## src/sv/smdp_pkg.sv

```systemverilog
`default_nettype none
package smdp_pkg;

  // fixed widths of the datapath
  localparam int unsigned REQ_W    = 8;
  localparam int unsigned SUPPLY_W = 15;
  localparam int unsigned LIMIT_W  = 15;
  localparam int unsigned STEP_W   = 11;
  localparam int unsigned LEVEL_W  = 12;
  localparam int unsigned DUTY_W   = 11;
  localparam int unsigned MAG_W    = 11;
  localparam int unsigned DIV_W    = 26;
  localparam int unsigned CNT_W    = 5;
  localparam int unsigned SLEW_W   = 14;
  localparam int unsigned CFG_IDX_W = 1;
  localparam int unsigned CFG_DATA_W = 15;

  localparam logic [LIMIT_W-1:0] LIMIT_RESET = LIMIT_W'(7400);
  localparam logic [STEP_W-1:0]  STEP_RESET  = STEP_W'(10);

  // register indexes
  localparam logic [CFG_IDX_W-1:0] CFG_SUPPLY_CAP = 1'b0;
  localparam logic [CFG_IDX_W-1:0] CFG_SLEW_STEP  = 1'b1;

  typedef struct packed {
    logic signed [REQ_W-1:0] left_request;
    logic signed [REQ_W-1:0] right_request;
    logic [SUPPLY_W-1:0]     supply_mv;
  } smdp_in_t;

  typedef struct packed {
    logic [DUTY_W-1:0]         left_forward_duty;
    logic [DUTY_W-1:0]         left_reverse_duty;
    logic [DUTY_W-1:0]         right_forward_duty;
    logic [DUTY_W-1:0]         right_reverse_duty;
    logic signed [LEVEL_W-1:0] left_drive_level;
    logic signed [LEVEL_W-1:0] right_drive_level;
  } smdp_out_t;

  typedef struct packed {
    logic                      idle;
    logic                      done;
    logic signed [LEVEL_W-1:0] level;
  } smdp_lane_status_t;

  typedef enum logic [2:0] {
    LN_IDLE,
    LN_MUL,
    LN_LOAD,
    LN_DIV,
    LN_DONE
  } smdp_lane_state_e;

  typedef struct packed {
    logic [DUTY_W-1:0] fwd;
    logic [DUTY_W-1:0] rev;
  } smdp_duty_t;

  // positive level drives forward, otherwise reverse with the magnitude
  function automatic smdp_duty_t drive_duty(input logic signed [LEVEL_W-1:0] level);
    smdp_duty_t d;
    logic [LEVEL_W-1:0] neg;
    neg = -level;
    if (level > 0) begin
      d.fwd = level[DUTY_W-1:0];
      d.rev = '0;
    end else begin
      d.fwd = '0;
      d.rev = neg[DUTY_W-1:0];
    end
    return d;
  endfunction

endpackage
`default_nettype wire

```

## src/sv/slew_limited_dual_motor_pwm_unit.sv

```systemverilog
// Slew-limited dual H-bridge drive.
// Input channel (in_valid_i / in_stall_o / in_word_i) takes one control tick:
// left and right signed speed requests and the supply in millivolts.
// Output channel (out_valid_o / out_stall_i / out_word_o) returns one word per
// tick: the four H-bridge duties and the two new signed drive levels.
// Two lanes, one per motor, each scale and slew their own level; the output
// stage merges both into one word.
// A tick runs through the lane states MUL, then LOAD and DIV when the supply is
// above the supply cap, then DONE; DIV is the 26-step restoring divider in each
// lane (one quotient bit per cycle). The output word is registered on release.
// A new tick is taken as soon as the lanes are idle, even while the previous
// word still waits at the output.
// When the receiver stalls, the finished lanes hold their result and the
// output word stays put until it is taken.
// Reset clears both levels to zero and loads supply cap 7400, slew_step 10.
// Configuration: cfg_we_i writes cfg_data_i to register cfg_index_i
// (0 supply cap, 1 slew_step); user-enforced: only while no tick is in flight.
`default_nettype none
module slew_limited_dual_motor_pwm_unit (
  input  wire logic                               clk_i,
  input  wire logic                               rst_ni,
  input  wire logic                               cfg_we_i,
  input  wire logic [smdp_pkg::CFG_IDX_W-1:0]     cfg_index_i,
  input  wire logic [smdp_pkg::CFG_DATA_W-1:0]    cfg_data_i,
  input  wire logic                               in_valid_i,
  output logic                                    in_stall_o,
  input  wire smdp_pkg::smdp_in_t                 in_word_i,
  output logic                                    out_valid_o,
  input  wire logic                               out_stall_i,
  output smdp_pkg::smdp_out_t                     out_word_o
);

  logic [smdp_pkg::LIMIT_W-1:0] limit_q;
  logic [smdp_pkg::STEP_W-1:0]  step_q;
  logic                         out_valid_q, out_valid_d;
  smdp_pkg::smdp_out_t          out_q;

  smdp_pkg::smdp_lane_status_t  left_st, right_st;
  smdp_pkg::smdp_duty_t         left_duty, right_duty;
  logic                         start;
  logic                         release_w;

  always_ff @(posedge clk_i or negedge rst_ni) begin
    if (!rst_ni) begin
      limit_q <= smdp_pkg::LIMIT_RESET;
      step_q  <= smdp_pkg::STEP_RESET;
    end else if (cfg_we_i) begin
      case (cfg_index_i)
        smdp_pkg::CFG_SUPPLY_CAP: limit_q <= cfg_data_i[smdp_pkg::LIMIT_W-1:0];
        smdp_pkg::CFG_SLEW_STEP:  step_q  <= cfg_data_i[smdp_pkg::STEP_W-1:0];
        default: begin
          limit_q <= limit_q;
        end
      endcase
    end
  end

  assign in_stall_o = !(left_st.idle && right_st.idle);
  assign start      = in_valid_i && !in_stall_o;

  // both lanes finish together; hand over when the output register is free
  assign release_w = left_st.done && right_st.done && (!out_valid_q || !out_stall_i);

  smdp_lane u_left (
    .clk_i     (clk_i),
    .rst_ni    (rst_ni),
    .start_i   (start),
    .release_i (release_w),
    .request_i (in_word_i.left_request),
    .supply_i  (in_word_i.supply_mv),
    .limit_i   (limit_q),
    .step_i    (step_q),
    .status_o  (left_st)
  );

  smdp_lane u_right (
    .clk_i     (clk_i),
    .rst_ni    (rst_ni),
    .start_i   (start),
    .release_i (release_w),
    .request_i (in_word_i.right_request),
    .supply_i  (in_word_i.supply_mv),
    .limit_i   (limit_q),
    .step_i    (step_q),
    .status_o  (right_st)
  );

  assign left_duty  = smdp_pkg::drive_duty(left_st.level);
  assign right_duty = smdp_pkg::drive_duty(right_st.level);

  always_comb begin
    out_valid_d = out_valid_q;
    if (release_w) begin
      out_valid_d = 1'b1;
    end else if (!out_stall_i) begin
      out_valid_d = 1'b0;
    end
  end

  always_ff @(posedge clk_i or negedge rst_ni) begin
    if (!rst_ni) begin
      out_valid_q <= 1'b0;
    end else begin
      out_valid_q <= out_valid_d;
    end
  end

  always_ff @(posedge clk_i) begin
    if (release_w) begin
      out_q.left_forward_duty  <= left_duty.fwd;
      out_q.left_reverse_duty  <= left_duty.rev;
      out_q.right_forward_duty <= right_duty.fwd;
      out_q.right_reverse_duty <= right_duty.rev;
      out_q.left_drive_level   <= left_st.level;
      out_q.right_drive_level  <= right_st.level;
    end
  end

  assign out_valid_o = out_valid_q;
  assign out_word_o  = out_q;

endmodule
`default_nettype wire

```

## src/sv/smdp_div.sv

```systemverilog
`default_nettype none
module smdp_div (
  input  wire logic                            clk_i,
  input  wire logic                            rst_ni,
  input  wire logic                            start_i,
  input  wire logic [smdp_pkg::DIV_W-1:0]      dividend_i,
  input  wire logic [smdp_pkg::SUPPLY_W-1:0]   divisor_i,
  output logic                                 done_o,
  output logic [smdp_pkg::DIV_W-1:0]           quotient_o
);

  logic                              busy_q, busy_d;
  logic                              done_q, done_d;
  logic [smdp_pkg::CNT_W-1:0]        cnt_q, cnt_d;
  logic [smdp_pkg::SUPPLY_W-1:0]     rem_q, rem_d;
  logic [smdp_pkg::DIV_W-1:0]        quo_q, quo_d;
  logic [smdp_pkg::SUPPLY_W-1:0]     dvs_q, dvs_d;
  logic [smdp_pkg::SUPPLY_W:0]       shifted;
  logic [smdp_pkg::SUPPLY_W:0]       reduced;
  logic                              ge;

  // one restoring step per cycle, dividend bits shift out as quotient bits shift in
  assign shifted = {rem_q, quo_q[smdp_pkg::DIV_W-1]};
  assign ge      = shifted >= {1'b0, dvs_q};
  assign reduced = ge ? (shifted - {1'b0, dvs_q}) : shifted;

  always_comb begin
    busy_d = busy_q;
    done_d = 1'b0;
    cnt_d  = cnt_q;
    rem_d  = rem_q;
    quo_d  = quo_q;
    dvs_d  = dvs_q;
    if (start_i) begin
      busy_d = 1'b1;
      cnt_d  = smdp_pkg::CNT_W'(smdp_pkg::DIV_W);
      rem_d  = '0;
      quo_d  = dividend_i;
      dvs_d  = divisor_i;
    end else if (busy_q) begin
      rem_d = reduced[smdp_pkg::SUPPLY_W-1:0];
      quo_d = {quo_q[smdp_pkg::DIV_W-2:0], ge};
      cnt_d = cnt_q - 1'b1;
      if (cnt_q == smdp_pkg::CNT_W'(1)) begin
        busy_d = 1'b0;
        done_d = 1'b1;
      end
    end
  end

  always_ff @(posedge clk_i or negedge rst_ni) begin
    if (!rst_ni) begin
      busy_q <= 1'b0;
      done_q <= 1'b0;
      cnt_q  <= '0;
    end else begin
      busy_q <= busy_d;
      done_q <= done_d;
      cnt_q  <= cnt_d;
    end
  end

  always_ff @(posedge clk_i) begin
    rem_q <= rem_d;
    quo_q <= quo_d;
    dvs_q <= dvs_d;
  end

  assign done_o     = done_q;
  assign quotient_o = quo_q;

endmodule
`default_nettype wire

```

## src/sv/smdp_lane.sv

```systemverilog
`default_nettype none
module smdp_lane (
  input  wire logic                                clk_i,
  input  wire logic                                rst_ni,
  input  wire logic                                start_i,
  input  wire logic                                release_i,
  input  wire logic signed [smdp_pkg::REQ_W-1:0]   request_i,
  input  wire logic [smdp_pkg::SUPPLY_W-1:0]       supply_i,
  input  wire logic [smdp_pkg::LIMIT_W-1:0]        limit_i,
  input  wire logic [smdp_pkg::STEP_W-1:0]         step_i,
  output smdp_pkg::smdp_lane_status_t              status_o
);

  smdp_pkg::smdp_lane_state_e state_q, state_d;

  logic signed [smdp_pkg::LEVEL_W-1:0] level_q, level_d;
  logic signed [smdp_pkg::LEVEL_W-1:0] target_q;
  logic signed [smdp_pkg::LEVEL_W-1:0] quot_q;
  logic [smdp_pkg::SUPPLY_W-1:0]       supply_q;
  logic                                scale_q;
  logic [smdp_pkg::DIV_W-1:0]          mag_q;
  logic                                neg_q;

  logic signed [smdp_pkg::LEVEL_W-1:0] req_ext;
  logic signed [smdp_pkg::LEVEL_W-1:0] target;
  logic [smdp_pkg::LEVEL_W-1:0]        target_neg;
  logic [smdp_pkg::MAG_W-1:0]          target_mag;
  logic [smdp_pkg::DIV_W-1:0]          product;
  logic                                div_start;
  logic                                div_done;
  logic [smdp_pkg::DIV_W-1:0]          div_quo;
  logic [smdp_pkg::LEVEL_W-1:0]        quo_mag;
  logic signed [smdp_pkg::SLEW_W-1:0]  cur_w, tgt_w, step_w, up_w, dn_w, new_w;

  // request times ten as two shifts and an add
  assign req_ext = smdp_pkg::LEVEL_W'(request_i);
  assign target  = (req_ext <<< 3) + (req_ext <<< 1);

  assign target_neg = -target_q;
  assign target_mag = target_q[smdp_pkg::LEVEL_W-1] ? target_neg[smdp_pkg::MAG_W-1:0]
                                                     : target_q[smdp_pkg::MAG_W-1:0];
  assign product = {{(smdp_pkg::DIV_W-smdp_pkg::MAG_W){1'b0}}, target_mag}
                 * {{(smdp_pkg::DIV_W-smdp_pkg::LIMIT_W){1'b0}}, limit_i};

  assign quo_mag = div_quo[smdp_pkg::LEVEL_W-1:0];

  smdp_div u_div (
    .clk_i      (clk_i),
    .rst_ni     (rst_ni),
    .start_i    (div_start),
    .dividend_i (mag_q),
    .divisor_i  (supply_q),
    .done_o     (div_done),
    .quotient_o (div_quo)
  );

  // slew limit toward the final target
  assign cur_w  = smdp_pkg::SLEW_W'(level_q);
  assign tgt_w  = smdp_pkg::SLEW_W'(quot_q);
  assign step_w = signed'({{(smdp_pkg::SLEW_W-smdp_pkg::STEP_W){1'b0}}, step_i});
  assign up_w   = cur_w + step_w;
  assign dn_w   = cur_w - step_w;

  always_comb begin
    if (tgt_w > up_w) begin
      new_w = up_w;
    end else if (tgt_w < dn_w) begin
      new_w = dn_w;
    end else begin
      new_w = tgt_w;
    end
  end

  // next state
  always_comb begin
    state_d = state_q;
    case (state_q)
      smdp_pkg::LN_IDLE: begin
        if (start_i) state_d = smdp_pkg::LN_MUL;
      end
      smdp_pkg::LN_MUL: begin
        state_d = scale_q ? smdp_pkg::LN_LOAD : smdp_pkg::LN_DONE;
      end
      smdp_pkg::LN_LOAD: begin
        state_d = smdp_pkg::LN_DIV;
      end
      smdp_pkg::LN_DIV: begin
        if (div_done) state_d = smdp_pkg::LN_DONE;
      end
      smdp_pkg::LN_DONE: begin
        if (release_i) state_d = smdp_pkg::LN_IDLE;
      end
      default: begin
        state_d = smdp_pkg::LN_IDLE;
      end
    endcase
  end

  // outputs
  always_comb begin
    div_start      = 1'b0;
    status_o.idle  = 1'b0;
    status_o.done  = 1'b0;
    status_o.level = new_w[smdp_pkg::LEVEL_W-1:0];
    level_d        = level_q;
    case (state_q)
      smdp_pkg::LN_IDLE: begin
        status_o.idle = 1'b1;
      end
      smdp_pkg::LN_LOAD: begin
        div_start = 1'b1;
      end
      smdp_pkg::LN_DONE: begin
        status_o.done = 1'b1;
        if (release_i) level_d = new_w[smdp_pkg::LEVEL_W-1:0];
      end
      default: begin
        div_start = 1'b0;
      end
    endcase
  end

  always_ff @(posedge clk_i or negedge rst_ni) begin
    if (!rst_ni) begin
      state_q <= smdp_pkg::LN_IDLE;
      level_q <= '0;
    end else begin
      state_q <= state_d;
      level_q <= level_d;
    end
  end

  always_ff @(posedge clk_i) begin
    if (state_q == smdp_pkg::LN_IDLE && start_i) begin
      target_q <= target;
      supply_q <= supply_i;
      scale_q  <= supply_i > limit_i;
    end
    if (state_q == smdp_pkg::LN_MUL) begin
      mag_q <= product;
      neg_q <= target_q[smdp_pkg::LEVEL_W-1];
      if (!scale_q) quot_q <= target_q;
    end
    // quotient truncates toward zero: divide magnitudes, then restore sign
    if (state_q == smdp_pkg::LN_DIV && div_done) begin
      quot_q <= neg_q ? -signed'(quo_mag) : signed'(quo_mag);
    end
  end

endmodule
`default_nettype wire

```

## config.mk

```make
export PLATFORM = sky130hd
export DESIGN_NAME = slew_limited_dual_motor_pwm_unit
export DESIGN_NICKNAME = d
export VERILOG_FILES = /design/src/sv/smdp_pkg.sv /design/src/sv/slew_limited_dual_motor_pwm_unit.sv /design/src/sv/smdp_div.sv /design/src/sv/smdp_lane.sv
export SDC_FILE = /design/constraint.sdc
export NUM_CORES = 2
export LEC_CHECK = 0
export ABC_AREA = 0
export BUFFER_PORTS_ARGS = -buffer_cell sky130_fd_sc_hd__clkbuf_2
export CAP_MARGIN = 0
export CORE_MARGIN = 3
export CORE_UTILIZATION = 50
export DETAILED_ROUTE_END_ITERATION = 6
export GPL_TIMING_DRIVEN = 1
export PLACE_DENSITY = 0.65
export SYNTH_ARGS = -nofsm -noshare
export SYNTH_HDL_FRONTEND = slang
export SYNTH_SLANG_ARGS = --single-unit
```

## constraint.sdc

```tcl
create_clock -name clk_i -period 21.1 [get_ports clk_i]
set_input_delay 0 -clock clk_i [delete_from_list [all_inputs] [get_ports clk_i]]
set_output_delay 0 -clock clk_i [all_outputs]
set_load 0.1 [all_outputs]
```

==> results.json <==
{
  "status": "finished clean",
  "grt_pass1_vias": 23165,
  "seqCellArea_sq_um": 10800,
  "drv_cap": 0,
  "ys_warn_count": 0,
  "rows": 90,
  "path_clk_slew_ns": 0.07,
  "nets": 3828,
  "end_kind": "register",
  "worstSetupPathType": "register to register",
  "cts.sinks": 381,
  "wl_per_cell_um": 18.41,
  "drv_slew": 0,
  "fin_crit_ns": 8.111,
  "syn_area_per_cell_sq_um": 9.857,
  "final.setup.tns_ns": 0,
  "worst-endpoint-arrival_ns": 8.44,
  "post-dp-hpwl_um": 56790,
  "cpMaxStageDelayCell": "xnor2_1",
  "vias": 22718,
  "path_buf_inv": 4,
  "firstDrtPassIters": 4,
  "dieWidth_um": 253.3,
  "post_cts_resized": 0,
  "multiInputGateArea_sq_um": 17930,
  "cp.required_ns": 21.43,
  "clk_latency_ns": 0.59,
  "cp_max_fo": 15,
  "worst_pin_slew_ns": 1.250,
  "syn_inst": 3103,
  "ctsHoldBuffers": 62,
  "synth.largest_area_cell": "edfxtp_1",
  "die_y_um": 253.3,
  "fmax_ghz": 0.1233,
  "grt_pass1_wl_um": 121100,
  "synth.cell_area_sq_um": 30590,
  "synth_area_leaders": "edfxtp_1, fa_1, ha_1, nand2_1, dfrtp_1",
  "final_cell_mix": "nand2_1, inv_1, ha_1",
  "drc": 0,
  "synth_cell_types": 91,
  "portBuffers": 121,
  "hp-class": "primary input to register",
  "synth-seq-cells": 381,
  "drive_above_1_share_pct": 9.353,
  "cts-root-buf": "clkbuf_16",
  "synth_edf_count": 280,
  "synth.net_count": 3674,
  "start_util_pct": 50.58,
  "cp_common_cell": "fa_1",
  "n_antenna_cell": 0,
  "async_flop_share_pct": 18.64,
  "place.gp.congestion": 0.9141,
  "relSlewSlack_pct": 16.05,
  "fillers": 5273,
  "fin_crit_sh_pct": 38.44,
  "numCtsBuffers": 44,
  "setup_violations": 0,
  "critical-path-top-delay-family": "adder cells",
  "ioPinCount": 122,
  "grt.overflow.total": 0,
  "h-tree-depth": 2,
  "cts_tree": "yes",
  "synth_top_area_share_pct": 27.49,
  "cts_setup_buffers": 0,
  "drtAntennaViolNets": 0,
  "grt_max_degree": 72,
  "routed_wl_um": 75010,
  "fin_worst_skew_ns": 0.02232,
  "path_cells": "inv_1, ha_1, a21boi_0, nor2_1, xnor2_1, nand2_1, fa_1, fa_1, inv_1, fa_1, fa_1, inv_1, fa_1, inv_1, ha_1, o41ai_1, or3_1, a31oi_1, a221oi_1, o21ai_0, o41a_1, xnor2_1",
  "grt_usage_pct": 23.85,
  "area_delta_synth_final_pct": 11.70,
  "hold_viol": 0,
  "core_area_sq_um": 60470,
  "final_common_cell": "nand2_1",
  "drt_iter0_markers": 1362,
  "ys.flop_type": "edfxtp_1",
  "antenna_found_initial": 1,
  "slowest_delay_ns": 0.97,
  "cp-start-kind": "register",
  "routed_via_density": 5.575,
  "dieArea_sq_um": 64180,
  "rsz0062_at_grt": "no",
  "clockBufferDepth": 3,
  "ys_seq_area_share_pct": 35.30
}
cells in the mapped netlist (all sizes together), types with 14 or more instances:
cell type / count
nand2: 433
inv: 398
ha: 305
edfxtp: 280
fa: 214
nor2: 199
o21ai: 151
a21oi: 136
and2: 108
xnor2: 101
clkbuf: 96
dfrtp: 62
xor2: 57
nor3: 45
a21o: 43
nor2b: 42
nand3: 33
dfxtp: 30
nand2b: 28
mux2: 25
o21bai: 21
or3: 21
and3: 19
nand4: 18
mux2i: 16
o31ai: 16
a31oi: 14
nor4: 14
o31a: 14
state kept, by name, indices dropped and copies added, names as in the netlist, 25 cells and up:
register,count
u_left.mag_q,25
u_left.u_div.quotient_o,26
u_right.u_div.quotient_o,26
u_right.mag_q,25
out_word_o,68
logic make-up after synthesis:
group                    share of synthesized area (%)
AND/OR/NAND/NOR                                  15.24
adder cells (fa/ha/maj)                          26.48
AO/OA/AOI/OAI                                    10.76
buffers and inverters                            6.247
flip-flops                                       35.30
XOR/XNOR                                         4.524
multiplexers                                     1.444
final cells by class:
cell class,instances,share of cell area [%]
Multi-Input combinational cell,2217,52.49
Sequential cell,381,31.60
Inverter,399,4.384
Timing Repair Buffer,214,4.278
Clock buffer,57,3.578
Tap cell,782,2.864
Clock inverter,25,0.8021
metal layers:
layer	vias up	wire length (um)	GRT usage [%]	share of wire, %
li1	10742	-	-	-
met1	11266	31820	30.69	42
met2	578	37110	41.80	49
met3	132	3717	2.938	5.0
met4	0	2362	7.909	3.1
met5	-	0	0	0
path summary, 6_finish.rpt:
kind	to	startpoint	cells past startpoint	slack (ns)
worst max-delay path	u_left.mag_q[25]	u_left.target_q[1]	22	12.99
worst min-delay path	limit_q[2]	cfg_we_i	4	0.08
worst max register to register	u_left.mag_q[25]	u_left.target_q[1]	22	12.99
worst min register to register	u_right.u_div.dvs_q[14]	u_right.supply_q[14]	0	0.41
max in group asynchronous	u_right.level_q[11]	rst_ni	3	20.25
min in group asynchronous	u_right.state_q[0]	rst_ni	3	0.22
per-stage QoR:
step / setup WS [ns] / hold WS (ns) / util [%] / std cells / area [sq um]
6_report: 12.99 / 0.07866 / 56.50 / 4075 / 34160
5_1_grt: 12.39 / 0.1088 / 56.50 / 4075 / 34160
4_1_cts: 12.99 / 0.05011 / 56.50 / 4075 / 34160
3_5_place_dp: 13.02 / -0.1500 / 53.00 / 3931 / 32050
3_3_place_gp: 13.24 / -0.1516 / 53.00 / 3931 / 32050
2_1_floorplan: 14.24 / -0.2956 / - / 3103 / 30590
tightest hold or removal path: stages:
cell and delay, ns:
clkbuf_2 0.09, nor2b_2 0.14, buf_4 0.23, o21ai_0 0.17
Power is not shown: default switching activity piles up to over one toggle a cycle in this logic, so the estimate is an artifact.
